**config.mk**
```make
export PLATFORM = sky130hd
export DESIGN_NAME = per_sensor_moving_average_alarm
export DESIGN_NICKNAME = d
export VERILOG_FILES = /design/src/design/psma_pkg.sv /design/src/design/per_sensor_moving_average_alarm.sv /design/src/design/psma_ctrl.sv /design/src/design/psma_dpath.sv
export SDC_FILE = /design/constraint.sdc
export NUM_CORES = 2
export LEC_CHECK = 0
export BUFFER_PORTS_ARGS = -buffer_cell sky130_fd_sc_hd__buf_4
export CELL_PAD_IN_SITES_DETAIL_PLACEMENT = 1
export CELL_PAD_IN_SITES_GLOBAL_PLACEMENT = 2
export CORE_MARGIN = 8
export CORE_UTILIZATION = 44
export CTS_CLUSTER_DIAMETER = 50
export DETAILED_ROUTE_END_ITERATION = 16
export GPL_TIMING_DRIVEN = 0
export PLACE_DENSITY = 0.85
export SYNTH_ARGS = -nofsm -noshare
export SYNTH_HDL_FRONTEND = slang
export SYNTH_HIERARCHICAL = 1
export SYNTH_SLANG_ARGS = --single-unit
```
**constraint.sdc**
```tcl
create_clock -name clock -period 4.5 [get_ports clock]
set_input_delay 0.675 -clock clock [delete_from_list [all_inputs] [get_ports clock]]
set_output_delay 0.675 -clock clock [all_outputs]
set_load 0.01 [all_outputs]
```
**src/design/psma_pkg.sv**
```systemverilog
// Shared types and constants of the per-sensor moving average alarm.
// Used by psma_ctrl, psma_dpath, the top level and the port checker.
package psma_pkg;

   localparam int WINDOW      = 5;
   localparam int MAX_SENSORS = 16;

   localparam int IDX_W     = (MAX_SENSORS > 1) ? $clog2(MAX_SENSORS) : 1;
   localparam int CNT_W     = $clog2(MAX_SENSORS + 1);
   localparam int SLOT_W    = (WINDOW > 1) ? $clog2(WINDOW) : 1;
   localparam int MEM_DEPTH = MAX_SENSORS * WINDOW;
   localparam int MEM_AW    = (MEM_DEPTH > 1) ? $clog2(MEM_DEPTH) : 1;
   localparam int SUM_W     = 18;   // 8 * 32767 fits
   localparam int DCNT_W    = 5;    // divider step counter, up to SUM_W - 1

   localparam int REQ_DATA_W = 80;
   localparam int RSP_DATA_W = 72;

   typedef enum logic [2:0] {
      ST_OK      = 3'd0,
      ST_UNKNOWN = 3'd1,
      ST_INVALID = 3'd2,
      ST_STORED  = 3'd3,
      ST_FULL    = 3'd4
   } status_type;

   typedef enum logic [0:0] {
      REG_MAX_TEMP = 1'b0,
      REG_MIN_TEMP = 1'b1
   } reg_index_type;

   typedef enum logic [0:0] {
      MODE_LOAD   = 1'b0,
      MODE_SAMPLE = 1'b1
   } mode_type;

   typedef struct packed {
      logic idle;
      logic load_entry;
      logic set_first;
      logic scan_next;
      logic upd_start;
      logic slot_read;
      logic slot_shift;
      logic slot_last;
      logic div_step;
      logic commit;
      logic emit;
   } cmd_type;

   typedef struct packed {
      logic is_load;
      logic scan_end;
      logic match;
      logic val_pos;
      logic slot_is_last;
      logic div_done;
      logic out_free;
   } stat_type;

endpackage

```
**src/design/per_sensor_moving_average_alarm.sv**
```systemverilog
// Top level of the per-sensor moving average alarm.
// Depends on psma_pkg, psma_ctrl and psma_dpath.
//
// Usage:
//   req_* carries one item: tuser is the mode (0 load a sensor/room entry,
//   1 deliver a sample). A load appends an entry to the sensor table; a sample
//   is matched by sensor ID against every loaded entry, and each match with a
//   positive value shifts the sample into that entry's window and recomputes
//   the average. rsp_* returns one item per request; tuser is the status code.
//   csr_* writes max_temp (index 0) and min_temp (index 1); the user writes them
//   only while idle, which the block does not enforce.
// Timing:
//   A load goes through LOAD and FIN. A sample goes through LOAD, then SCAN
//   visits each table entry; each match with a positive value is updated: the
//   window shift runs through a single-port window memory, each slot read in UPD
//   and written in SHF, then an 18-step bit-serial divide forms the average.
//   One item is in work at a time; req_tready is high only when idle.
// Reset clears the entry count and control state and sets the thresholds to 6400 and 2560.
// When rsp_tready is low the result waits in the output register; the next
// request is still taken, and its result waits for the register to drain.
module per_sensor_moving_average_alarm (
   input  logic                            clock,
   input  logic                            reset,
   input  logic                            req_tvalid,
   output logic                            req_tready,
   input  logic [psma_pkg::REQ_DATA_W-1:0] req_tdata,   // node_id, room_id, sample_value,
                                                        // sample_time
   input  logic [0:0]                      req_tuser,   // mode
   output logic                            rsp_tvalid,
   input  logic                            rsp_tready,
   output logic [psma_pkg::RSP_DATA_W-1:0] rsp_tdata,   // room_of_sensor, window_average,
                                                        // samples_held, too_hot, too_cold,
                                                        // last_update_time, zero pad
   output logic [2:0]                      rsp_tuser,   // status
   input  logic                            csr_we,
   input  logic [0:0]                      csr_index,
   input  logic [15:0]                     csr_wdata
);

   psma_pkg::cmd_type    cmd;
   psma_pkg::stat_type   stat;
   psma_pkg::status_type status;
   logic [15:0]          room;
   logic [14:0]          avg;
   logic [3:0]           held;
   logic                 hot, cold;
   logic [31:0]          tstamp;

   psma_ctrl u_ctrl (
      .clock      (clock),
      .reset      (reset),
      .req_tvalid (req_tvalid),
      .stat       (stat),
      .cmd        (cmd)
   );

   psma_dpath u_dpath (
      .clock           (clock),
      .reset           (reset),
      .cmd             (cmd),
      .stat            (stat),
      .req_tvalid      (req_tvalid),
      .in_mode         (req_tuser[0]),
      .in_node_id      (req_tdata[15:0]),
      .in_room_id      (req_tdata[31:16]),
      .in_sample_value (req_tdata[47:32]),
      .in_sample_time  (req_tdata[79:48]),
      .csr_we          (csr_we),
      .csr_index       (csr_index),
      .csr_wdata       (csr_wdata),
      .rsp_tready      (rsp_tready),
      .rsp_valid       (rsp_tvalid),
      .rsp_status      (status),
      .rsp_room        (room),
      .rsp_avg         (avg),
      .rsp_held        (held),
      .rsp_hot         (hot),
      .rsp_cold        (cold),
      .rsp_time        (tstamp)
   );

   assign req_tready = cmd.idle;
   assign rsp_tuser  = status;
   assign rsp_tdata  = {3'b000, tstamp, cold, hot, held, avg, room};

endmodule

```
**src/design/psma_ctrl.sv**
```systemverilog
// Controller state machine of the per-sensor moving average alarm.
// Depends on psma_pkg; drives psma_dpath through cmd_type only.
module psma_ctrl (
   input  logic               clock,
   input  logic               reset,
   input  logic               req_tvalid,
   input  psma_pkg::stat_type stat,
   output psma_pkg::cmd_type  cmd
);

   typedef enum logic [7:0] {
      S_IDLE   = 8'b0000_0001,
      S_LOAD   = 8'b0000_0010,
      S_SCAN   = 8'b0000_0100,
      S_UPD    = 8'b0000_1000,
      S_SHF    = 8'b0001_0000,
      S_DIV    = 8'b0010_0000,
      S_COMMIT = 8'b0100_0000,
      S_FIN    = 8'b1000_0000
   } state_type;

   state_type state_ff, state_in;

   always_comb begin
      state_in = state_ff;
      cmd      = '0;
      case (state_ff)
         S_IDLE: begin
            cmd.idle = 1'b1;
            if (req_tvalid) begin
               state_in = S_LOAD;   // mode is latched this edge; LOAD forks on it
            end
         end
         S_LOAD: begin
            if (stat.is_load) begin
               cmd.load_entry = 1'b1;
               state_in       = S_FIN;
            end else begin
               state_in = S_SCAN;
            end
         end
         S_SCAN: begin
            if (stat.scan_end) begin
               state_in = S_FIN;
            end else if (stat.match) begin
               cmd.set_first = 1'b1;
               if (stat.val_pos) begin
                  cmd.upd_start = 1'b1;
                  state_in      = S_UPD;
               end else begin
                  cmd.scan_next = 1'b1;
               end
            end else begin
               cmd.scan_next = 1'b1;
            end
         end
         S_UPD: begin
            if (stat.slot_is_last) begin
               cmd.slot_last = 1'b1;
               state_in      = S_DIV;
            end else begin
               cmd.slot_read = 1'b1;
               state_in      = S_SHF;
            end
         end
         S_SHF: begin
            cmd.slot_shift = 1'b1;
            state_in       = S_UPD;
         end
         S_DIV: begin
            cmd.div_step = 1'b1;
            if (stat.div_done) begin
               state_in = S_COMMIT;
            end
         end
         S_COMMIT: begin
            cmd.commit    = 1'b1;
            cmd.scan_next = 1'b1;
            state_in      = S_SCAN;
         end
         S_FIN: begin
            if (stat.out_free) begin
               cmd.emit = 1'b1;
               state_in = S_IDLE;
            end
         end
         default: begin
            state_in = S_IDLE;
         end
      endcase
   end

   always_ff @(posedge clock) begin
      if (reset) begin
         state_ff <= S_IDLE;
      end else begin
         state_ff <= state_in;
      end
   end

endmodule

```
**src/design/psma_dpath.sv**
```systemverilog
// Datapath: sensor tables, window memory, divider, thresholds and result register.
// Depends on psma_pkg; controlled by psma_ctrl.
module psma_dpath (
   input  logic                 clock,
   input  logic                 reset,
   input  psma_pkg::cmd_type    cmd,
   output psma_pkg::stat_type   stat,
   input  logic                 req_tvalid,
   input  logic                 in_mode,
   input  logic [15:0]          in_node_id,
   input  logic [15:0]          in_room_id,
   input  logic signed [15:0]   in_sample_value,
   input  logic [31:0]          in_sample_time,
   input  logic                 csr_we,
   input  logic [0:0]           csr_index,
   input  logic [15:0]          csr_wdata,
   input  logic                 rsp_tready,
   output logic                 rsp_valid,
   output psma_pkg::status_type rsp_status,
   output logic [15:0]          rsp_room,
   output logic [14:0]          rsp_avg,
   output logic [3:0]           rsp_held,
   output logic                 rsp_hot,
   output logic                 rsp_cold,
   output logic [31:0]          rsp_time
);

   localparam int IW = psma_pkg::IDX_W;
   localparam int CW = psma_pkg::CNT_W;
   localparam int SW = psma_pkg::SLOT_W;
   localparam int AW = psma_pkg::MEM_AW;
   localparam int UW = psma_pkg::SUM_W;

   // configuration
   logic signed [15:0] max_temp_ff, min_temp_ff;

   // latched item
   logic               mode_ff;
   logic [15:0]        sid_ff, rid_ff;
   logic signed [15:0] val_ff;
   logic [31:0]        ts_ff;

   // tables
   logic [CW-1:0] entry_count_ff;
   logic [15:0]   id_tab_ff   [psma_pkg::MAX_SENSORS];
   logic [15:0]   room_tab_ff [psma_pkg::MAX_SENSORS];
   logic [3:0]    cnt_tab_ff  [psma_pkg::MAX_SENSORS];
   logic [14:0]   avg_tab_ff  [psma_pkg::MAX_SENSORS];
   logic [31:0]   time_tab_ff [psma_pkg::MAX_SENSORS];
   logic          load_ok_ff;

   // scan
   logic [CW-1:0] idx_ff;
   logic          found_ff;
   logic [IW-1:0] first_ff;
   logic [IW-1:0] cur;

   // window update
   logic [14:0]   win_mem [psma_pkg::MEM_DEPTH];
   logic [14:0]   win_rd_ff;
   logic [SW-1:0] slot_ff;
   logic [UW-1:0] sum_ff;
   logic [AW-1:0] base;
   logic          mem_we;
   logic [AW-1:0] mem_wa;
   logic [14:0]   mem_wd;
   logic [3:0]    cur_cnt, new_cnt;
   logic [UW-1:0] sum_last;

   // divider
   logic [UW-1:0]                 quot_ff;
   logic [3:0]                    rem_ff, dvs_ff;
   logic [psma_pkg::DCNT_W-1:0]   dcnt_ff;
   logic [4:0]                    rem_sh, rem_sub;
   logic                          qbit;

   logic val_pos, full;

   assign cur     = idx_ff[IW-1:0];
   assign val_pos = !val_ff[15] && (val_ff != 16'sd0);
   assign full    = (entry_count_ff == CW'(psma_pkg::MAX_SENSORS));
   assign base    = AW'(cur) * AW'(psma_pkg::WINDOW);
   assign cur_cnt = cnt_tab_ff[cur];
   assign new_cnt = (cur_cnt < 4'(psma_pkg::WINDOW)) ? cur_cnt + 4'd1
                                                     : 4'(psma_pkg::WINDOW);
   assign sum_last = sum_ff + UW'(val_ff[14:0]);

   assign stat.is_load      = (mode_ff == psma_pkg::MODE_LOAD);
   assign stat.scan_end     = (idx_ff >= entry_count_ff);
   assign stat.match        = (id_tab_ff[cur] == sid_ff);
   assign stat.val_pos      = val_pos;
   assign stat.slot_is_last = (slot_ff == SW'(psma_pkg::WINDOW - 1));
   assign stat.div_done     = (dcnt_ff == psma_pkg::DCNT_W'(UW - 1));
   assign stat.out_free     = !rsp_valid || rsp_tready;

   always_ff @(posedge clock) begin
      if (reset) begin
         max_temp_ff <= 16'sd6400;
         min_temp_ff <= 16'sd2560;
      end else if (csr_we) begin
         case (csr_index)
            psma_pkg::REG_MAX_TEMP: max_temp_ff <= csr_wdata;
            psma_pkg::REG_MIN_TEMP: min_temp_ff <= csr_wdata;
            default: ;
         endcase
      end
   end

   always_ff @(posedge clock) begin
      if (cmd.idle && req_tvalid) begin
         mode_ff <= in_mode;
         sid_ff  <= in_node_id;
         rid_ff  <= in_room_id;
         val_ff  <= in_sample_value;
         ts_ff   <= in_sample_time;
      end
   end

   always_ff @(posedge clock) begin
      if (reset) begin
         entry_count_ff <= '0;
         idx_ff         <= '0;
         found_ff       <= 1'b0;
      end else begin
         if (cmd.idle && req_tvalid) begin
            idx_ff   <= '0;
            found_ff <= 1'b0;
         end
         if (cmd.scan_next) begin
            idx_ff <= idx_ff + CW'(1);
         end
         if (cmd.set_first && !found_ff) begin
            found_ff <= 1'b1;
         end
         if (cmd.load_entry && !full) begin
            entry_count_ff <= entry_count_ff + CW'(1);
         end
      end
   end

   always_ff @(posedge clock) begin
      if (cmd.set_first && !found_ff) begin
         first_ff <= cur;
      end
      if (cmd.load_entry) begin
         load_ok_ff <= !full;
         if (!full) begin
            id_tab_ff[entry_count_ff[IW-1:0]]   <= sid_ff;
            room_tab_ff[entry_count_ff[IW-1:0]] <= rid_ff;
            cnt_tab_ff[entry_count_ff[IW-1:0]]  <= 4'd0;
            avg_tab_ff[entry_count_ff[IW-1:0]]  <= 15'd0;
            time_tab_ff[entry_count_ff[IW-1:0]] <= 32'd0;
         end
      end
      if (cmd.commit) begin
         cnt_tab_ff[cur]  <= dvs_ff;
         avg_tab_ff[cur]  <= quot_ff[14:0];
         time_tab_ff[cur] <= ts_ff;
      end
   end

   // Window shift: slot j takes old slot j+1; old slot counts toward the sum only if it was
   // within the valid tail of the window.
   always_comb begin
      mem_we = cmd.slot_shift || cmd.slot_last;
      if (cmd.slot_last) begin
         mem_wa = base + AW'(psma_pkg::WINDOW - 1);
         mem_wd = val_ff[14:0];
      end else begin
         mem_wa = base + AW'(slot_ff);
         mem_wd = win_rd_ff;
      end
   end

   always_ff @(posedge clock) begin
      if (mem_we) begin
         win_mem[mem_wa] <= mem_wd;
      end
      if (cmd.slot_read) begin
         win_rd_ff <= win_mem[base + AW'(slot_ff) + AW'(1)];
      end
   end

   always_ff @(posedge clock) begin
      if (cmd.upd_start) begin
         slot_ff <= '0;
         sum_ff  <= '0;
      end
      if (cmd.slot_shift) begin
         slot_ff <= slot_ff + SW'(1);
         if ((5'(slot_ff) + 5'd1 + 5'(cur_cnt)) >= 5'(psma_pkg::WINDOW)) begin
            sum_ff <= sum_ff + UW'(win_rd_ff);
         end
      end
   end

   // Restoring divider, one quotient bit per cycle.
   assign rem_sh  = {rem_ff, quot_ff[UW-1]};
   assign qbit    = (rem_sh >= {1'b0, dvs_ff});
   assign rem_sub = rem_sh - {1'b0, dvs_ff};

   always_ff @(posedge clock) begin
      if (cmd.slot_last) begin
         quot_ff <= sum_last;
         rem_ff  <= 4'd0;
         dvs_ff  <= new_cnt;
         dcnt_ff <= '0;
      end else if (cmd.div_step) begin
         quot_ff <= {quot_ff[UW-2:0], qbit};
         rem_ff  <= qbit ? rem_sub[3:0] : rem_sh[3:0];
         dcnt_ff <= dcnt_ff + psma_pkg::DCNT_W'(1);
      end
   end

   // result register
   always_ff @(posedge clock) begin
      if (reset) begin
         rsp_valid <= 1'b0;
      end else if (cmd.emit) begin
         rsp_valid <= 1'b1;
      end else if (rsp_tready) begin
         rsp_valid <= 1'b0;
      end
   end

   always_ff @(posedge clock) begin
      if (cmd.emit) begin
         rsp_room <= 16'd0;
         rsp_avg  <= 15'd0;
         rsp_held <= 4'd0;
         rsp_hot  <= 1'b0;
         rsp_cold <= 1'b0;
         rsp_time <= 32'd0;
         if (mode_ff == psma_pkg::MODE_LOAD) begin
            if (load_ok_ff) begin
               rsp_status <= psma_pkg::ST_STORED;
               rsp_room   <= rid_ff;
            end else begin
               rsp_status <= psma_pkg::ST_FULL;
            end
         end else if (!found_ff) begin
            rsp_status <= psma_pkg::ST_UNKNOWN;
         end else begin
            rsp_room <= room_tab_ff[first_ff];
            rsp_avg  <= avg_tab_ff[first_ff];
            rsp_held <= cnt_tab_ff[first_ff];
            rsp_time <= time_tab_ff[first_ff];
            if (val_pos) begin
               rsp_status <= psma_pkg::ST_OK;
               rsp_hot    <= ($signed({1'b0, avg_tab_ff[first_ff]}) >= max_temp_ff);
               rsp_cold   <= ($signed({1'b0, avg_tab_ff[first_ff]}) < min_temp_ff);
            end else begin
               rsp_status <= psma_pkg::ST_INVALID;
            end
         end
      end
   end

endmodule

```
==> results.py <==
metrics = {
    "run_status": {
        "status": "completed",
    },
    "timing": {
        "hold_viol_final": 0,
        "timing.slew.headroom_pct": 4.33,
        "maxClockFrequency_mhz": 224,
        "post-route-period-util_pct": 99.2,
        "skew_ps": 50.1,
        "slew_viol_final": 0,
        "period_needed_ps": 4460,
        "worst_pin_slew_ps": 1430,
        "setup_violations": 0,
    },
    "pwr": {
        "seqPwrFrac_pct": 51.1,
        "power_switching_mw": 13.0,
        "vdd_drop_max_v": 0.000356,
        "leakagePower_nw": 44.3,
        "p_comb_share_pct": 4.1,
        "p_total_mw": 58.6,
        "power.density_nw_per_um2": 426,
        "p_int_mw": 45.6,
        "sw_frac_of_total_pct": 22.1,
        "clock_power_share_pct": 44.8,
    },
    "yosys": {
        "synthAdderAreaFrac_pct": 1.12,
        "synthArstFlopShare_pct": 0,
        "synth.distinct_cells": 73,
        "synth_top_area_share_pct": 70.5,
        "synthTopCellsByArea": "edfxtp_1 70%, mux4_2 14%, and2_1 4.1%",
        "synth_top_family_by_area": "multiplexers",
        "syn-mean-instance-area_um2": 18.9,
        "postSynthCellCount": 6155,
        "synth-xor-area-share_pct": 0.495,
        "yosysWarnings": 6,
        "yosysTopAreaCell": "edfxtp_1",
        "synth_seq_area_share_pct": 72.0,
        "synth.cell_area_um2": 116000,
        "synth-simple-area-share_pct": 6.86,
        "synthTopCellsByCount": "2726 x edfxtp_1, 767 x and2_1, 735 x mux4_2",
        "synth_edf_count": 2726,
        "synthFlopType": "edfxtp_1",
        "synth.most_common_cell": "edfxtp_1",
        "yosys_register_bits": 2813,
        "synth_mux_area_share_pct": 15.6,
        "synth-compound-area-share_pct": 2.31,
    },
    "hold_path": {
        "holdPathEnd": "u_dpath/ts_ff[26]$_DFFE_PP_",
        "hp-class": "input port to register",
        "min_path_cells": 1,
        "hp-start": "req_tdata[74]",
    },
    "floorplanning": {
        "start_util_pct": 44.2,
        "dieArea_um2": 281000,
        "dieWidth_um": 530,
        "fp.dieH_um": 530,
        "io-pin-count": 180,
        "rows": 188,
        "core_area_um2": 263000,
    },
    "global_routing": {
        "first_global_vias": 68462,
        "grt_pass1_wl_mm": 478,
        "grt_util_all_layers_pct": 23.2,
        "overflow": 0,
        "grt_max_degree": 81,
        "antenna_found_initial": 13,
    },
    "setup_path": {
        "reg2reg_from": "u_dpath/slot_ff[0]$_SDFFCE_PN0P_",
        "reg2regPathDepth": 11,
        "worstPathArrival_ps": 5060,
        "critPathMaxFanout": 10,
        "crit_path_end_kind": "register",
        "critPathRequiredTime_ps": 5090,
        "rr_endpoint": "u_dpath/win_rd_ff[6]$_DFFE_PP_",
        "worstSetupStartpointType": "register",
        "worstSetupPathType": "register to register",
        "reg2reg_slack_ps": 40,
    },
    "place": {
        "dp_hpwl_mm": 214,
        "placed_cell_area_um2": 124000,
        "routabilityCongestion": 0.854,
        "port-buffer-count": 176,
    },
    "layout": {
        "area_growth_pct": 18.4,
        "drive_gt1_share_pct": 27.4,
        "final_area_um2": 137000,
        "final_nets": 7112,
    },
    "route": {
        "route.vias.total": 63509,
        "drc": 0,
        "antenna_left": 0,
        "vias_per_cell": 5.95,
        "first_pass_iters": 6,
        "wl_per_cell_um": 31.3,
        "wl_mm": 335,
        "initialDrtViolationCount": 6638,
    },
    "clocking": {
        "cts_buffers": 321,
        "cts.sink_count": 2813,
        "clock_path_buffers": 4,
        "clock_latency_ps": 900,
        "clkTransAtPathRegs_ps": 60,
        "cts-root-buf": "clkbuf_16",
        "tritoncts": "built",
        "h-tree-depth": 5,
    },
    "job": {
        "drv_cap": 0,
    },
}
[cell type report]
class / instances / area (µm²)
fill: 23710 / 125000
inverter: 70 / 272
sequential: 2813 / 83600
clock buffer: 387 / 8480
multi-input combinational: 2862 / 31900
tap: 3515 / 4400
buffer: 409 / 1940
timing repair buffer: 432 / 4750
clock inverter: 189 / 2070
antenna: 5 / 12.5
[worst max-delay path by stage]
stage	start	to	slack [ps]
detailed placement	u_dpath/idx_ff[0]$_SDFFE_PP0N_	u_dpath/win_rd_ff[9]$_DFFE_PP_	-1740
CTS	u_dpath/idx_ff[3]$_SDFFE_PP0N_	u_dpath/win_mem[51][5]$_DFFE_PP_	-120
finish	u_dpath/slot_ff[0]$_SDFFCE_PN0P_	u_dpath/win_rd_ff[6]$_DFFE_PP_	40
floorplan	u_ctrl/state_ff[5]$_SDFFE_PP0P_	u_dpath/avg_tab_ff[15][0]$_SDFFCE_PN0P_	-160
global placement	u_ctrl/state_ff[5]$_SDFFE_PP0P_	u_dpath/time_tab_ff[9][15]$_SDFFCE_PN0P_	-4320
global route	u_dpath/idx_ff[1]$_SDFFE_PP0N_	u_dpath/win_mem[56][4]$_DFFE_PP_	-100
[layout by cell type, fill, tap and decap left out, types with 22 or more instances in the layout]
cell	Yosys	layout
buf_2	65	50
and3_1	23	22
buf_12	0	72
a211oi_2	0	24
inv_6	0	26
clkinv_1	4	55
nor2b_1	97	97
clkbuf_1	301	291
dfxtp_1	87	82
mux2_2	51	36
mux4_2	735	735
o21ai_0	54	52
inv_1	66	64
nor2_4	0	73
xnor2_1	45	42
a211oi_1	99	73
and2_1	767	763
buf_4	10	267
edfxtp_1	2726	2726
clkinv_2	0	38
a21oi_1	108	108
nor2_2	0	24
clkbuf_16	0	330
mux2i_1	82	73
buf_1	36	22
bufinv_16	0	34
nand2_1	159	140
ha_1	94	93
nor3_1	69	68
clkbuf_2	0	48
dlygate4sd3_1	0	86
nor2_1	186	89
[stage by stage]
step	TNS, ps	setup WS [ps]	hold WS, ps	util, %	std cells
6_report	0	35.4	30.2	52.4	10682
4_1_cts	-7170	-125	0.160	52.2	10663
2_1_floorplan	-56970	-163	431	-	6157
3_5_place_dp	-1257490	-1740	449	47.1	9925
3_3_place_gp	-4684210	-4320	446	46.4	9848
5_1_grt	-5860	-103	8.86	52.4	10679
[sequential cells by signal, indices dropped and copies added (netlist names), 5 cells and up, named ones only]
register	cells
u_dpath/win_rd_ff	15
u_dpath/room_tab_ff	256
u_dpath/win_mem	1200
u_dpath/min_temp_ff	16
u_dpath/idx_ff	5
u_dpath/max_temp_ff	16
u_ctrl/state_ff	8
u_dpath/dcnt_ff	5
u_dpath/rsp_room	16
u_dpath/val_ff	16
u_dpath/rsp_time	32
u_dpath/rid_ff	16
u_dpath/time_tab_ff	512
u_dpath/entry_count_ff	5
u_dpath/quot_ff	18
u_dpath/cnt_tab_ff	64
u_dpath/avg_tab_ff	240
u_dpath/ts_ff	32
u_dpath/id_tab_ff	256
u_dpath/sid_ff	16
u_dpath/rsp_avg	15
u_dpath/sum_ff	18
[power by group through the flow]
stage                     Sequential, mW  Combinational [mW]  Clock (mW)
after floorplan                     30.2                1.30           0
after CTS                           29.9                2.37        26.6
after detailed placement            30.5                2.25           0
after global routing                30.0                2.54        27.4
final                               29.9                2.38        26.3
after global placement              30.5                2.07           0
[worst max-delay path: stages (launching register included)]
cell      delay, ps
edfxtp_1        460
ha_1            270
fa_1            570
ha_1            440
buf_4           280
clkbuf_8        280
clkbuf_4        280
mux4_2          380
mux2i_2         350
a211oi_1        170
a211oi_2        490
a211oi_1        160
[kinds of logic after synthesis]
group / count (synthesis)
DFF: 2813
and+or+nand+nor: 1419
muxes: 879
buffers and inverters: 482
AOI/OAI and AO/OA: 397
adders and majority gates: 100
xor gates and xnor gates: 64
other: 1
[repair_timing]
| action | in CTS | in global routing |
|---|---|---|
| setup buffers | 77 | 16 |
| hold endpoints to repair | 88 | 0 |
| cloned | 0 | 0 |
| hold buffers | 86 | 0 |
| setup endpoints to repair | 1470 | 2013 |
| pin swaps | 50 | 16 |
| gates resized for setup | 313 | 124 |
[metal layers]
metal  wire length [µm]  vias to the layer above  track usage, %
met1             124000                    33685            28.8
met4              14900                        4            9.34
met3              24700                      738            3.67
li1                   -                    26016               -
met5                 26                        -               0
met2             171000                     3066            41.0
Note: power is estimated with default switching activity, not from simulation.
